--- config.mk ---
export PLATFORM = sky130hd
export DESIGN_NAME = sd_spi_command_engine
export DESIGN_NICKNAME = d
export VERILOG_FILES = /design/src/design/sdc_pkg.sv /design/src/design/sd_spi_command_engine.sv /design/src/design/sdc_front.sv /design/src/design/sdc_queue.sv /design/src/design/sdc_back.sv
export SDC_FILE = /design/constraint.sdc
export NUM_CORES = 1
export LEC_CHECK = 0
export BUFFER_PORTS_ARGS = -buffer_cell sky130_fd_sc_hd__clkbuf_2
export CAP_MARGIN = 10
export CORE_MARGIN = 5
export CORE_UTILIZATION = 35
export DETAILED_ROUTE_END_ITERATION = 16
export HOLD_SLACK_MARGIN = 0.08
export MAX_ROUTING_LAYER = met4
export PLACE_DENSITY = 0.62
export REMOVE_ABC_BUFFERS = 1
export SLEW_MARGIN = 40
export SYNTH_ARGS = -nofsm -noshare
export SYNTH_HDL_FRONTEND = slang
export SYNTH_SLANG_ARGS = --single-unit
--- constraint.sdc ---
create_clock -name clock -period 8.7 [get_ports clock]
set_clock_uncertainty 0.2 [all_clocks]
set_input_delay 0 -clock clock [delete_from_list [all_inputs] [get_ports clock]]
set_output_delay 0 -clock clock [all_outputs]
set_load 0.05 [all_outputs]
--- src/design/sdc_pkg.sv ---
`timescale 1ns / 1ps
// Shared types, constants and the CRC7 helper for the SD SPI command engine.
package sdc_pkg;

   localparam int unsigned QueueDepth = 4;

   localparam logic [31:0] TimeoutReset = 32'd16000000;
   localparam logic [7:0]  DummyByte    = 8'hFF;
   localparam logic [7:0]  IdleByte     = 8'hFF;
   localparam logic [1:0]  CmdPrefix    = 2'b01;
   localparam logic [6:0]  Crc7Poly     = 7'h09;
   localparam logic [2:0]  FrameLastBeat = 3'd6;

   typedef enum logic [1:0] {
      KIND_START = 2'd0,
      KIND_RX    = 2'd1,
      KIND_TICK  = 2'd2,
      KIND_END   = 2'd3
   } kind_type;

   typedef enum logic [1:0] {
      STATUS_NONE    = 2'd0,
      STATUS_FOUND   = 2'd1,
      STATUS_TIMEOUT = 2'd2
   } status_type;

   typedef enum logic [1:0] {
      JOB_FRAME   = 2'd0,
      JOB_RESP    = 2'd1,
      JOB_RELEASE = 2'd2
   } job_kind_type;

   typedef struct packed {
      kind_type    kind;
      logic [5:0]  cmd_index;
      logic [31:0] cmd_argument;
      logic [7:0]  rx_byte;
   } req_type;

   typedef struct packed {
      logic       tx_valid;
      logic [7:0] tx_byte;
      logic       tx_last;
      status_type resp_status;
      logic [7:0] resp_byte;
      logic       select_active;
   } rsp_type;

   typedef struct packed {
      job_kind_type job_kind;
      logic [5:0]   cmd_index;
      logic [31:0]  cmd_argument;
      status_type   resp_status;
      logic [7:0]   resp_byte;
      logic         select_active;
   } job_type;

   // Fold one byte, MSB first, into a CRC7 (x^7 + x^3 + 1).
   function automatic logic [6:0] crc7_byte(input logic [6:0] crc_i, input logic [7:0] data_i);
      logic [6:0] crc;
      logic       fb;
      crc = crc_i;
      for (int i = 7; i >= 0; i--) begin
         fb  = crc[6] ^ data_i[i];
         crc = {crc[5:0], 1'b0} ^ (fb ? Crc7Poly : 7'd0);
      end
      return crc;
   endfunction

endpackage

--- src/design/sd_spi_command_engine.sv ---
`timescale 1ns / 1ps
// Top level of the SD card SPI-mode command engine.
//
// Usage:
//  - Request side is a queue write port: drive req_data and raise push; the word
//    is taken at a rising edge with push high and full low. A word is a start
//    command, a received card byte, a timebase tick or an end (release select).
//  - Result side is a queue read port: while empty is low, rsp_data holds the
//    oldest result word; raise pop to take it.
//  - A start command yields seven words (dummy 0xFF, 0x40 plus index, four
//    argument bytes MSB first, CRC7 byte with end bit), one per cycle as popped.
//    Received bytes during a response wait and end commands yield one word.
//    Ticks and bytes outside a wait yield none.
//  - A request is queued as a job, then its word is registered for the reader.
//  - Throughput: one request word per cycle unless full; results drain one per
//    cycle as popped, set by the single output register of the frame sequencer.
//  - A stalled reader fills the job queue (QUEUE_DEPTH jobs); full then stops
//    the request side, ticks included. Nothing is dropped.
//  - csr_write_en/csr_write_data set the response timeout in ticks; write it
//    only while the engine is idle.
//  - Synchronous reset: select released, no wait, queue empty, timeout 16000000.
module sd_spi_command_engine #(
   parameter int unsigned QUEUE_DEPTH = sdc_pkg::QueueDepth
) (
   input  logic             clock,
   input  logic             reset,
   input  logic             push,
   output logic             full,
   input  sdc_pkg::req_type req_data,
   output logic             empty,
   input  logic             pop,
   output sdc_pkg::rsp_type rsp_data,
   input  logic             csr_write_en,
   input  logic [31:0]      csr_write_data
);

   // Job link between front end, queue and sequencer.
   logic             q_push;
   logic             q_pop;
   logic             q_full;
   logic             q_empty;
   sdc_pkg::job_type q_job;
   sdc_pkg::job_type q_head;

   // Front end: classify each request and update select/wait/tick state.
   sdc_front u_front (
      .clock          (clock),
      .reset          (reset),
      .push           (push),
      .full           (full),
      .req_data       (req_data),
      .csr_write_en   (csr_write_en),
      .csr_write_data (csr_write_data),
      .q_full         (q_full),
      .q_push         (q_push),
      .q_job          (q_job)
   );

   // Decouple the front end from a stalled result reader.
   sdc_queue #(
      .DEPTH (QUEUE_DEPTH)
   ) u_queue (
      .clock  (clock),
      .reset  (reset),
      .push   (q_push),
      .job_in (q_job),
      .pop    (q_pop),
      .head   (q_head),
      .full   (q_full),
      .empty  (q_empty)
   );

   // Sequencer: one result word per cycle while the reader keeps up, CRC7 built byte by byte.
   sdc_back u_back (
      .clock    (clock),
      .reset    (reset),
      .head     (q_head),
      .q_empty  (q_empty),
      .q_pop    (q_pop),
      .empty    (empty),
      .pop      (pop),
      .rsp_data (rsp_data)
   );

endmodule

--- src/design/sdc_front.sv ---
`timescale 1ns / 1ps
// Front end: takes request words, tracks select and response wait, posts jobs.
module sdc_front (
   input  logic            clock,
   input  logic            reset,
   input  logic            push,
   output logic            full,
   input  sdc_pkg::req_type req_data,
   input  logic            csr_write_en,
   input  logic [31:0]     csr_write_data,
   input  logic            q_full,
   output logic            q_push,
   output sdc_pkg::job_type q_job
);

   logic        waiting_ff, waiting_in;
   logic        select_ff, select_in;
   logic [31:0] elapsed_ff, elapsed_in;
   logic [31:0] timeout_ff, timeout_in;
   logic        accept;

   assign full   = q_full;
   assign accept = push && !q_full;

   always_comb begin
      waiting_in = waiting_ff;
      select_in  = select_ff;
      elapsed_in = elapsed_ff;
      timeout_in = csr_write_en ? csr_write_data : timeout_ff;
      q_push     = 1'b0;
      q_job.job_kind      = sdc_pkg::JOB_RESP;
      q_job.cmd_index     = req_data.cmd_index;
      q_job.cmd_argument  = req_data.cmd_argument;
      q_job.resp_status   = sdc_pkg::STATUS_NONE;
      q_job.resp_byte     = 8'd0;
      q_job.select_active = select_ff;
      if (accept) begin
         case (req_data.kind)
            sdc_pkg::KIND_START: begin
               q_push              = 1'b1;
               q_job.job_kind      = sdc_pkg::JOB_FRAME;
               q_job.select_active = 1'b1;
               select_in           = 1'b1;
               waiting_in          = 1'b1;
               elapsed_in          = 32'd0;
            end
            sdc_pkg::KIND_RX: begin
               if (waiting_ff) begin
                  q_push = 1'b1;
                  if (req_data.rx_byte != sdc_pkg::IdleByte) begin
                     q_job.resp_status = sdc_pkg::STATUS_FOUND;
                     q_job.resp_byte   = req_data.rx_byte;
                     waiting_in        = 1'b0;
                  end else if (elapsed_ff > timeout_ff) begin
                     q_job.resp_status = sdc_pkg::STATUS_TIMEOUT;
                     waiting_in        = 1'b0;
                  end
               end
            end
            sdc_pkg::KIND_TICK: begin
               if (waiting_ff && (elapsed_ff != '1)) begin
                  elapsed_in = elapsed_ff + 32'd1;
               end
            end
            sdc_pkg::KIND_END: begin
               q_push              = 1'b1;
               q_job.job_kind      = sdc_pkg::JOB_RELEASE;
               q_job.select_active = 1'b0;
               select_in           = 1'b0;
               waiting_in          = 1'b0;
            end
            default: begin
               q_push = 1'b0;
            end
         endcase
      end
   end

   always_ff @(posedge clock) begin
      if (reset) begin
         waiting_ff <= 1'b0;
         select_ff  <= 1'b0;
         elapsed_ff <= 32'd0;
         timeout_ff <= sdc_pkg::TimeoutReset;
      end else begin
         waiting_ff <= waiting_in;
         select_ff  <= select_in;
         elapsed_ff <= elapsed_in;
         timeout_ff <= timeout_in;
      end
   end

   // A wait never stands without chip select driven.
   assert property (@(posedge clock) disable iff (reset) waiting_ff |-> select_ff)
      else $error("response wait without select");
   // Hold the tick count while no wait is open.
   assert property (@(posedge clock) disable iff (reset)
      (!waiting_ff && !waiting_in) |=> $stable(elapsed_ff))
      else $error("tick count moved while idle");
   // A timeout job only comes from a wait.
   assert property (@(posedge clock) disable iff (reset)
      (q_push && q_job.resp_status == sdc_pkg::STATUS_TIMEOUT) |-> waiting_ff)
      else $error("timeout without wait");

endmodule

--- src/design/sdc_queue.sv ---
`timescale 1ns / 1ps
// Short job queue between the front end and the frame sequencer.
module sdc_queue #(
   parameter int unsigned DEPTH = sdc_pkg::QueueDepth
) (
   input  logic             clock,
   input  logic             reset,
   input  logic             push,
   input  sdc_pkg::job_type job_in,
   input  logic             pop,
   output sdc_pkg::job_type head,
   output logic             full,
   output logic             empty
);

   localparam int unsigned PtrW = (DEPTH > 1) ? $clog2(DEPTH) : 1;
   localparam int unsigned CntW = $clog2(DEPTH + 1);

   sdc_pkg::job_type entry_ff [DEPTH];
   logic [PtrW-1:0]  wr_ptr_ff, wr_ptr_in;
   logic [PtrW-1:0]  rd_ptr_ff, rd_ptr_in;
   logic [CntW-1:0]  count_ff, count_in;

   assign full  = (count_ff == CntW'(DEPTH));
   assign empty = (count_ff == '0);
   assign head  = entry_ff[rd_ptr_ff];

   always_comb begin
      wr_ptr_in = wr_ptr_ff;
      rd_ptr_in = rd_ptr_ff;
      count_in  = count_ff;
      if (push) begin
         wr_ptr_in = (wr_ptr_ff == PtrW'(DEPTH - 1)) ? '0 : wr_ptr_ff + 1'b1;
      end
      if (pop) begin
         rd_ptr_in = (rd_ptr_ff == PtrW'(DEPTH - 1)) ? '0 : rd_ptr_ff + 1'b1;
      end
      if (push && !pop) begin
         count_in = count_ff + 1'b1;
      end else if (pop && !push) begin
         count_in = count_ff - 1'b1;
      end
   end

   always_ff @(posedge clock) begin
      if (push) begin
         entry_ff[wr_ptr_ff] <= job_in;
      end
   end

   always_ff @(posedge clock) begin
      if (reset) begin
         wr_ptr_ff <= '0;
         rd_ptr_ff <= '0;
         count_ff  <= '0;
      end else begin
         wr_ptr_ff <= wr_ptr_in;
         rd_ptr_ff <= rd_ptr_in;
         count_ff  <= count_in;
      end
   end

   assert property (@(posedge clock) disable iff (reset) push |-> !full)
      else $error("job pushed into full queue");
   assert property (@(posedge clock) disable iff (reset) pop |-> !empty)
      else $error("job popped from empty queue");
   assert property (@(posedge clock) disable iff (reset) count_ff <= CntW'(DEPTH))
      else $error("queue count overflow");

endmodule

--- src/design/sdc_back.sv ---
`timescale 1ns / 1ps
// Back end: expands jobs into result words, builds the frame and CRC7.
module sdc_back (
   input  logic             clock,
   input  logic             reset,
   input  sdc_pkg::job_type head,
   input  logic             q_empty,
   output logic             q_pop,
   output logic             empty,
   input  logic             pop,
   output sdc_pkg::rsp_type rsp_data
);

   logic             out_valid_ff, out_valid_in;
   sdc_pkg::rsp_type out_ff;
   sdc_pkg::rsp_type word;
   logic [2:0]       beat_ff, beat_in;
   logic [6:0]       crc_ff, crc_in;
   logic             advance;
   logic             last_beat;
   logic [7:0]       frame_byte;

   assign empty    = !out_valid_ff;
   assign rsp_data = out_ff;
   assign advance  = !q_empty && (!out_valid_ff || pop);

   always_comb begin
      case (beat_ff)
         3'd0:    frame_byte = sdc_pkg::DummyByte;
         3'd1:    frame_byte = {sdc_pkg::CmdPrefix, head.cmd_index};
         3'd2:    frame_byte = head.cmd_argument[31:24];
         3'd3:    frame_byte = head.cmd_argument[23:16];
         3'd4:    frame_byte = head.cmd_argument[15:8];
         3'd5:    frame_byte = head.cmd_argument[7:0];
         default: frame_byte = {crc_ff, 1'b1};
      endcase
   end

   always_comb begin
      word.tx_valid      = 1'b0;
      word.tx_byte       = 8'd0;
      word.tx_last       = 1'b0;
      word.resp_status   = head.resp_status;
      word.resp_byte     = head.resp_byte;
      word.select_active = head.select_active;
      last_beat          = 1'b1;
      crc_in             = crc_ff;
      case (head.job_kind)
         sdc_pkg::JOB_FRAME: begin
            word.tx_valid    = 1'b1;
            word.tx_byte     = frame_byte;
            word.tx_last     = (beat_ff == sdc_pkg::FrameLastBeat);
            word.resp_status = sdc_pkg::STATUS_NONE;
            word.resp_byte   = 8'd0;
            last_beat        = (beat_ff == sdc_pkg::FrameLastBeat);
            if (beat_ff == 3'd0) begin
               crc_in = 7'd0;
            end else if (beat_ff != sdc_pkg::FrameLastBeat) begin
               crc_in = sdc_pkg::crc7_byte(crc_ff, frame_byte);
            end
         end
         sdc_pkg::JOB_RESP: begin
            last_beat = 1'b1;
         end
         sdc_pkg::JOB_RELEASE: begin
            word.resp_status = sdc_pkg::STATUS_NONE;
            word.resp_byte   = 8'd0;
         end
         default: begin
            last_beat = 1'b1;
         end
      endcase
   end

   assign q_pop   = advance && last_beat;
   assign beat_in = advance ? (last_beat ? 3'd0 : beat_ff + 3'd1) : beat_ff;

   always_comb begin
      if (advance) begin
         out_valid_in = 1'b1;
      end else if (pop) begin
         out_valid_in = 1'b0;
      end else begin
         out_valid_in = out_valid_ff;
      end
   end

   always_ff @(posedge clock) begin
      if (advance) begin
         out_ff <= word;
         crc_ff <= crc_in;
      end
   end

   always_ff @(posedge clock) begin
      if (reset) begin
         out_valid_ff <= 1'b0;
         beat_ff      <= 3'd0;
      end else begin
         out_valid_ff <= out_valid_in;
         beat_ff      <= beat_in;
      end
   end

   // Mid-frame the head job must stay a frame job.
   assert property (@(posedge clock) disable iff (reset)
      (beat_ff != 3'd0) |-> (!q_empty && head.job_kind == sdc_pkg::JOB_FRAME))
      else $error("frame beat without frame job");
   // The last frame byte releases the job from the queue.
   assert property (@(posedge clock) disable iff (reset)
      (advance && head.job_kind == sdc_pkg::JOB_FRAME && beat_ff == sdc_pkg::FrameLastBeat)
      |-> q_pop)
      else $error("CRC byte sent without pop");
   // A word marked last carries a frame byte.
   assert property (@(posedge clock) disable iff (reset)
      (out_valid_ff && out_ff.tx_last) |-> out_ff.tx_valid)
      else $error("last flag on non-frame word");

endmodule
Word level (Yosys, flattened, before mapping)
Memory sizes are Yosys's and may differ from the RTL's. A register that Yosys moved wholly into a read port is not among the register bits.
Index checks and enable logic that the tools add are counted.
Widths: inputs -> output; s select.
Operators by class
  muxes and demuxes: 41
  $add $sub $neg: 6
  bitwise operators: 16
  reductions and logical operators: 26
  order comparisons: 1
  eq/ne operators: 17
Operators by type and width (count)
  $pmux 32 s2: 1
  $xor 7x7->7: 8
  $pmux 8 s6: 1
  $add 32x1->32 const B: 1
  $gt 32x32->1: 1
  $mux 32: 1
  $mux 4: 8
  $ne 32x32->1 const B: 1
  $mux 10: 3
  $mux 2: 7
  $eq 3x3->1 const B: 4
  $mux 11: 1
  $eq 2x2->1 const B: 5
  $mux 1: 10
  $mux 3: 3
  $mux 8: 1
  $ne 8x8->1 const B: 1
  $reduce_bool 2->1: 4
  $xor 1x1->1: 8
  $mux 7: 1
  $add 3x1->3 const B: 2
  $eq 3x2->1 const B: 2
  $logic_and 1x1->1: 6
  $logic_not 3->1: 2
  16 further kinds: 25
Word-level totals
  output and inout port bits: 23
  memories: 1
  input port bits: 85
  bits in writable memories: 204
  bits in registers: 105
Memory list
  u_queue.entry_ff: depth 4, width 51, read ports 1, clocked after Yosys merged registers in 1, write ports 1, line sdc_queue.sv:19  | sdc_pkg::job_type entry_ff [DEPTH];

Depth between registers and ports, before layout
  word-level depth: 27
  depth in mapped cells: 15
  depth with buffers taken out: 11

Cells and area by module
A second synthesis with hierarchy kept.
Second synthesis, totals
  cells, all modules: 970
  area, all modules: 13875.8 um^2
By module, submodules not included
  sdc_queue: times used 1, area an instance 7858.8 um^2, cells each 311
  sdc_front: times used 1, area an instance 4105.2 um^2, cells each 492
  sdc_back: times used 1, area an instance 1911.8 um^2, cells each 167

Worst setup path before layout
No wires, ideal clock.
  kind: register -> register
  from: register (tool-made name)
  to: register u_queue.count_ff[2]
  arrival time: 2951 ps
  period minus slack after synthesis: 3221 ps
  setup slack: 5479 ps
  cell stages (with the launch flop): 16
  buffers on the path: 4
  required time: 8430 ps
  path through: dfxtp_1 buf_6 buf_12 buf_6 buf_6 mux4_2 inv_1 and2_1 nand2_1 nand2_1 ha_1 inv_1 fa_1 xor2_1 or3_1 a21oi_1
RTL lines
  end signal: assignment: line sdc_queue.sv:59  | count_ff <= count_in;
  end: declaration: line sdc_queue.sv:22  | logic [CntW-1:0] count_ff, count_in;

Worst setup path after layout
  from: register u_back.beat_ff[2]
  to: register u_back.crc_ff[5] (data pin)
On the way
  cells in the longest elaborated chain, start to end: 14
  elaborated cells on any way between the ends: 21
  those cells by class: 5 x eq/ne; 5 x mux; 10 x bitwise; 1 x reduce/logical
Ends and longest elaborated chain
  start: declaration: line sdc_back.sv:17  | logic [2:0] beat_ff, beat_in;
  start signal: assignment: line sdc_back.sv:101  | beat_ff <= beat_in;
  $eq 3x3->1 (tied with other cells): line sdc_back.sv:28  | case (beat_ff)
  $pmux 8 s6: line sdc_back.sv:28
  $xor 1x1->1: line sdc_pkg.sv:64  | fb = crc[6] ^ data_i[i];
  $mux 4: line sdc_pkg.sv:65  | crc = {crc[5:0], 1'b0} ^ (fb ? Crc7Poly : 7'd0);
  $xor 7x7->7 (4 in series): line sdc_pkg.sv:65
  $xor 1x1->1: line sdc_pkg.sv:64
  $mux 4: line sdc_pkg.sv:65
  $xor 7x7->7 (3 in series): line sdc_pkg.sv:65
  $mux 7: line sdc_back.sv:58  | end else if (beat_ff != sdc_pkg::FrameLastBeat) begin
  end signal: assignment: line sdc_back.sv:91  | crc_ff <= crc_in;
  end: declaration: line sdc_back.sv:18  | logic [6:0] crc_ff, crc_in;
Parallel ways exist; a longest one is shown, timed or not. The select of a mux whose other input is x is not followed.
A chain may end at the register's enable or synchronous reset.

==> impl_results.md <==
* Reg clk slew, reported paths at about 0.060 ns
* Layout cells sized above 1 at around 18%
* Largest net degree at the start of global routing at 52
* Net count, final at approximately 1400
* Placed cell count at around 1500
* Mapped Cells at 940
* Final setup viols at 0
* Residual DRC count at 0
* Worst slew pin tran at between 0.7 and 0.8 ns
* Post-Synthesis Mean Instance Area at ~14 um^2
* Total GRT Usage at 14.64%
* LEAKAGE at between 6 and 7 nW
* Number of synthesized register bits at 311
* Starting Density at between 30% and 40%
* Sink Count at ~310
* Global placer's final weighted congestion at between 0.8 and 0.9
* Vias in the first global route at between 9000 and 10000
* Worst stage delay on the critical path at about 0.69 ns
* FMAX at approximately 0.27 GHz
* Clk root buf: clkbuf_16
* Worst Setup Start Kind: flip-flop
* RSZ-0062 raised after global routing: false
* Worst hold path type: input pin to flip-flop
* Peak VDD IR at roughly 0.14 mV
* Initial antenna violation count at 3
* Area growth, synth to finish at 33.53%
* CTS tree: yes
* First-pass GRT wire length at about 48000 um
* Cell family with most CP delay: compound AO/OA/AOI/OAI gates
* Worst setup margin at just under 5 ns
* Final antenna-violating net count at 0
* PD cells at approximately 240 nW/um^2
* Setup Crit Path Kind: flip-flop to flip-flop
* Critical path's slowest cell: dfxtp_1
* Routed WL at between 30000 and 40000 um
* Die ar. at approximately 43000 um^2
* Req. time, crit path at roughly 8.8 ns
* Dpl hpwl at 18250 um
* Skew-Pair Late Insertion Delay at 0.53 ns
* Die Ht at about 210 um
* Number of H-tree levels at 2
* # rows at 72
* Max Buffers Root-to-Sink at 3
* Max-slew violation count at 0
* Number of synthesized flops with an enable pin at roughly 230
* Status: finished clean
* Average wire per standard cell at roughly 17 um
* Die width at slightly above 200 um
* Pre-CTS setup slack at 4.951 ns
* Tmin final at 3.749 ns
* YS warnings at 0
* Max FO, Critical Path at 15
* Port buffer count at 107
* Tot Pwr at 4.396 mW
* Final Hold Fails at 0
* Core ar. at ~38000 um^2
* IO Count at 108
* CTS Buf Count at 35
* Critical path, cell by cell: inv_2 -> ha_1 -> o31a_1 -> or2_2 -> and4_1 -> xnor3_1 -> o22ai_2 -> a22oi_2 -> mux2_4
* Slew Limit Headroom at a little under half
* Dominant synthesized flop cell: edfxtp_1
* Ys async rst share at 0%
* DR vias at around 9000
* Gr ovfl total at 0
* Crit. End Element: flip-flop
* Cell area after synthesis at approximately 14000 um^2
* Sum of buffers and inverters on the critical path at 1
* Drt via density at between 4 and 5
* 1st-iter DRT viols at between 300 and 400
* Yosys cell types at 65
* Period utilization at a little over two fifths
* Seq/Total Area, Yosys at between 60% and 70%
* 1st-pass router iterations at 4
* Maximum Capacitance Violations at 0
* Post-Layout Cell Count at ~1800
* Critical path arrival at between 3 and 4 ns
* Setup total negative slack at 0 ns
==> metrics by stage <==
| stage | area, um^2 | hold slack, ns | util [%] |
|---|---|---|---|
| after global placement | 14500 | 0.01806 | 37.70 |
| after detailed placement | 14560 | 0.02165 | 37.86 |
| after CTS | 18010 | 0.1022 | 46.83 |
| after floorplan | 13290 | -0.1309 | - |
| final | 18040 | 0.1091 | 46.90 |
| after global routing | 18040 | 0.1262 | 46.90 |
==> area by class of cell <==
class	instances	area, um^2
Clock buffer	39	890.9
Clock inverter	24	349.1
Antenna cell	3	7.507
Fill cell	3387	20420
Multi-Input combinational cell	541	4566
Inverter	54	202.7
Timing Repair Buffer	333	2825
Tap cell	518	648.1
Sequential cell	311	8553
==> metal layers <==
layer	track usage, %	part of all wire, %	wire length (um)	vias to the layer above
met1	17.92	43	13060	4382
met4	3.517	1.6	501	0
met5	-	0	0	-
met3	3.028	5.2	1579	45
li1	-	-	-	4223
met2	25.04	50	15440	173
==> timing repair <==
action | 4_1_cts | 5_1_grt
hold buffers | 221 | 0
gates resized for setup | 0 | 0
hold endpoints to repair | 252 | 0
buffers inserted | 0 | 0
==> cells in the final DEF, fill, tap and decap left out, types with 9 or more instances in the layout <==
cell type and n:
a21o_1 16, a21oi_1 22, and2_1 13, and3_1 10
and4_1 9, clkbuf_16 35, clkbuf_2 105, dfxtp_1 77
dlygate4sd3_1 221, edfxtp_1 232, ha_1 48, inv_1 51
mux2i_1 41, mux4_1 11, mux4_2 37, nand2_1 40
nand3_1 18, nand4_1 20, nor2_1 91, nor2b_1 15
o21ai_0 29, or3_1 10, xnor2_1 15, xor2_1 15
==> final timing paths <==
kind	startpoint	to	slack, ns	depth (start not counted)
max	u_back.beat_ff[2]	u_back.crc_ff[5]	4.95	9
min	req_data[42]	u_queue.entry_ff[3][45]	0.11	2
max reg2reg	u_back.beat_ff[2]	u_back.crc_ff[5]	4.95	9
min reg2reg	u_queue.count_ff[2]	u_queue.count_ff[2]	0.31	2
==> state kept, by name, indices dropped and copies added (netlist names), 2 cells and up, named ones only <==
| register | flops |
|---|---|
| u_queue.rd_ptr_ff | 2 |
| u_queue.wr_ptr_ff | 2 |
| u_front.elapsed_ff | 32 |
| u_back.beat_ff | 3 |
| u_back.rsp_data | 21 |
| u_back.crc_ff | 7 |
| u_front.timeout_ff | 32 |
| u_queue.entry_ff | 204 |
| u_queue.count_ff | 3 |
==> cell usage after synthesis (all sizes together) (2+ instances only) <==
master    n  share of area (%)
mux2      3               0.28
nor2b    15               0.69
o21a      5               0.28
nor4      3               0.14
mux2i    42                3.1
inv      53                1.5
xor2     15               0.97
a32oi     3               0.19
nand2b    2              0.093
xnor2    16                1.1
a21o     16               0.89
o22ai     4               0.23
mux4     48                8.3
a211oi    4               0.31
ha       48                4.4
nand4    20               0.93
and4      9               0.58
buf      20                1.2
or4       2               0.11
and2     17               0.79
a21oi    24               0.94
or3b      2               0.13
a22oi    10               0.67
nand3    18               0.67
dfxtp    79                 12
nand4b    2               0.13
clkbuf   14               0.42
edfxtp  232                 52
nor3      9               0.33
nand2    41                1.1
nor2     91                2.5
o211ai    7               0.39
o21ai    31                1.1
and3     10               0.46
or3      10               0.46
o221ai    2               0.18
==> kinds of logic after synthesis <==
group,Yosys count,share of synthesized area [%]
flops,311,63.27
simple gates,255,9.418
compound gates,112,5.612
mux,93,11.72
buf+inv,88,3.158
fa+ha+maj,49,4.593
xor+xnor,32,2.232
==> where the power goes <==
group,leakage (nW),internal [mW],switching (mW)
sequential,2.76,1.75,0.0700
clock,0.597,0.960,0.619
combinational,3.34,0.405,0.594
total,6.70,3.11,1.28
==> worst register-to-register path, cell delays in order (launching register included) <==
cell	delay, ns
dfxtp_1	0.69
inv_2	0.24
ha_1	0.47
o31a_1	0.41
or2_2	0.33
and4_1	0.21
xnor3_1	0.30
o22ai_2	0.08
a22oi_2	0.25
mux2_4	0.32
No activity file was read; power rests on OpenSTA's default activity.
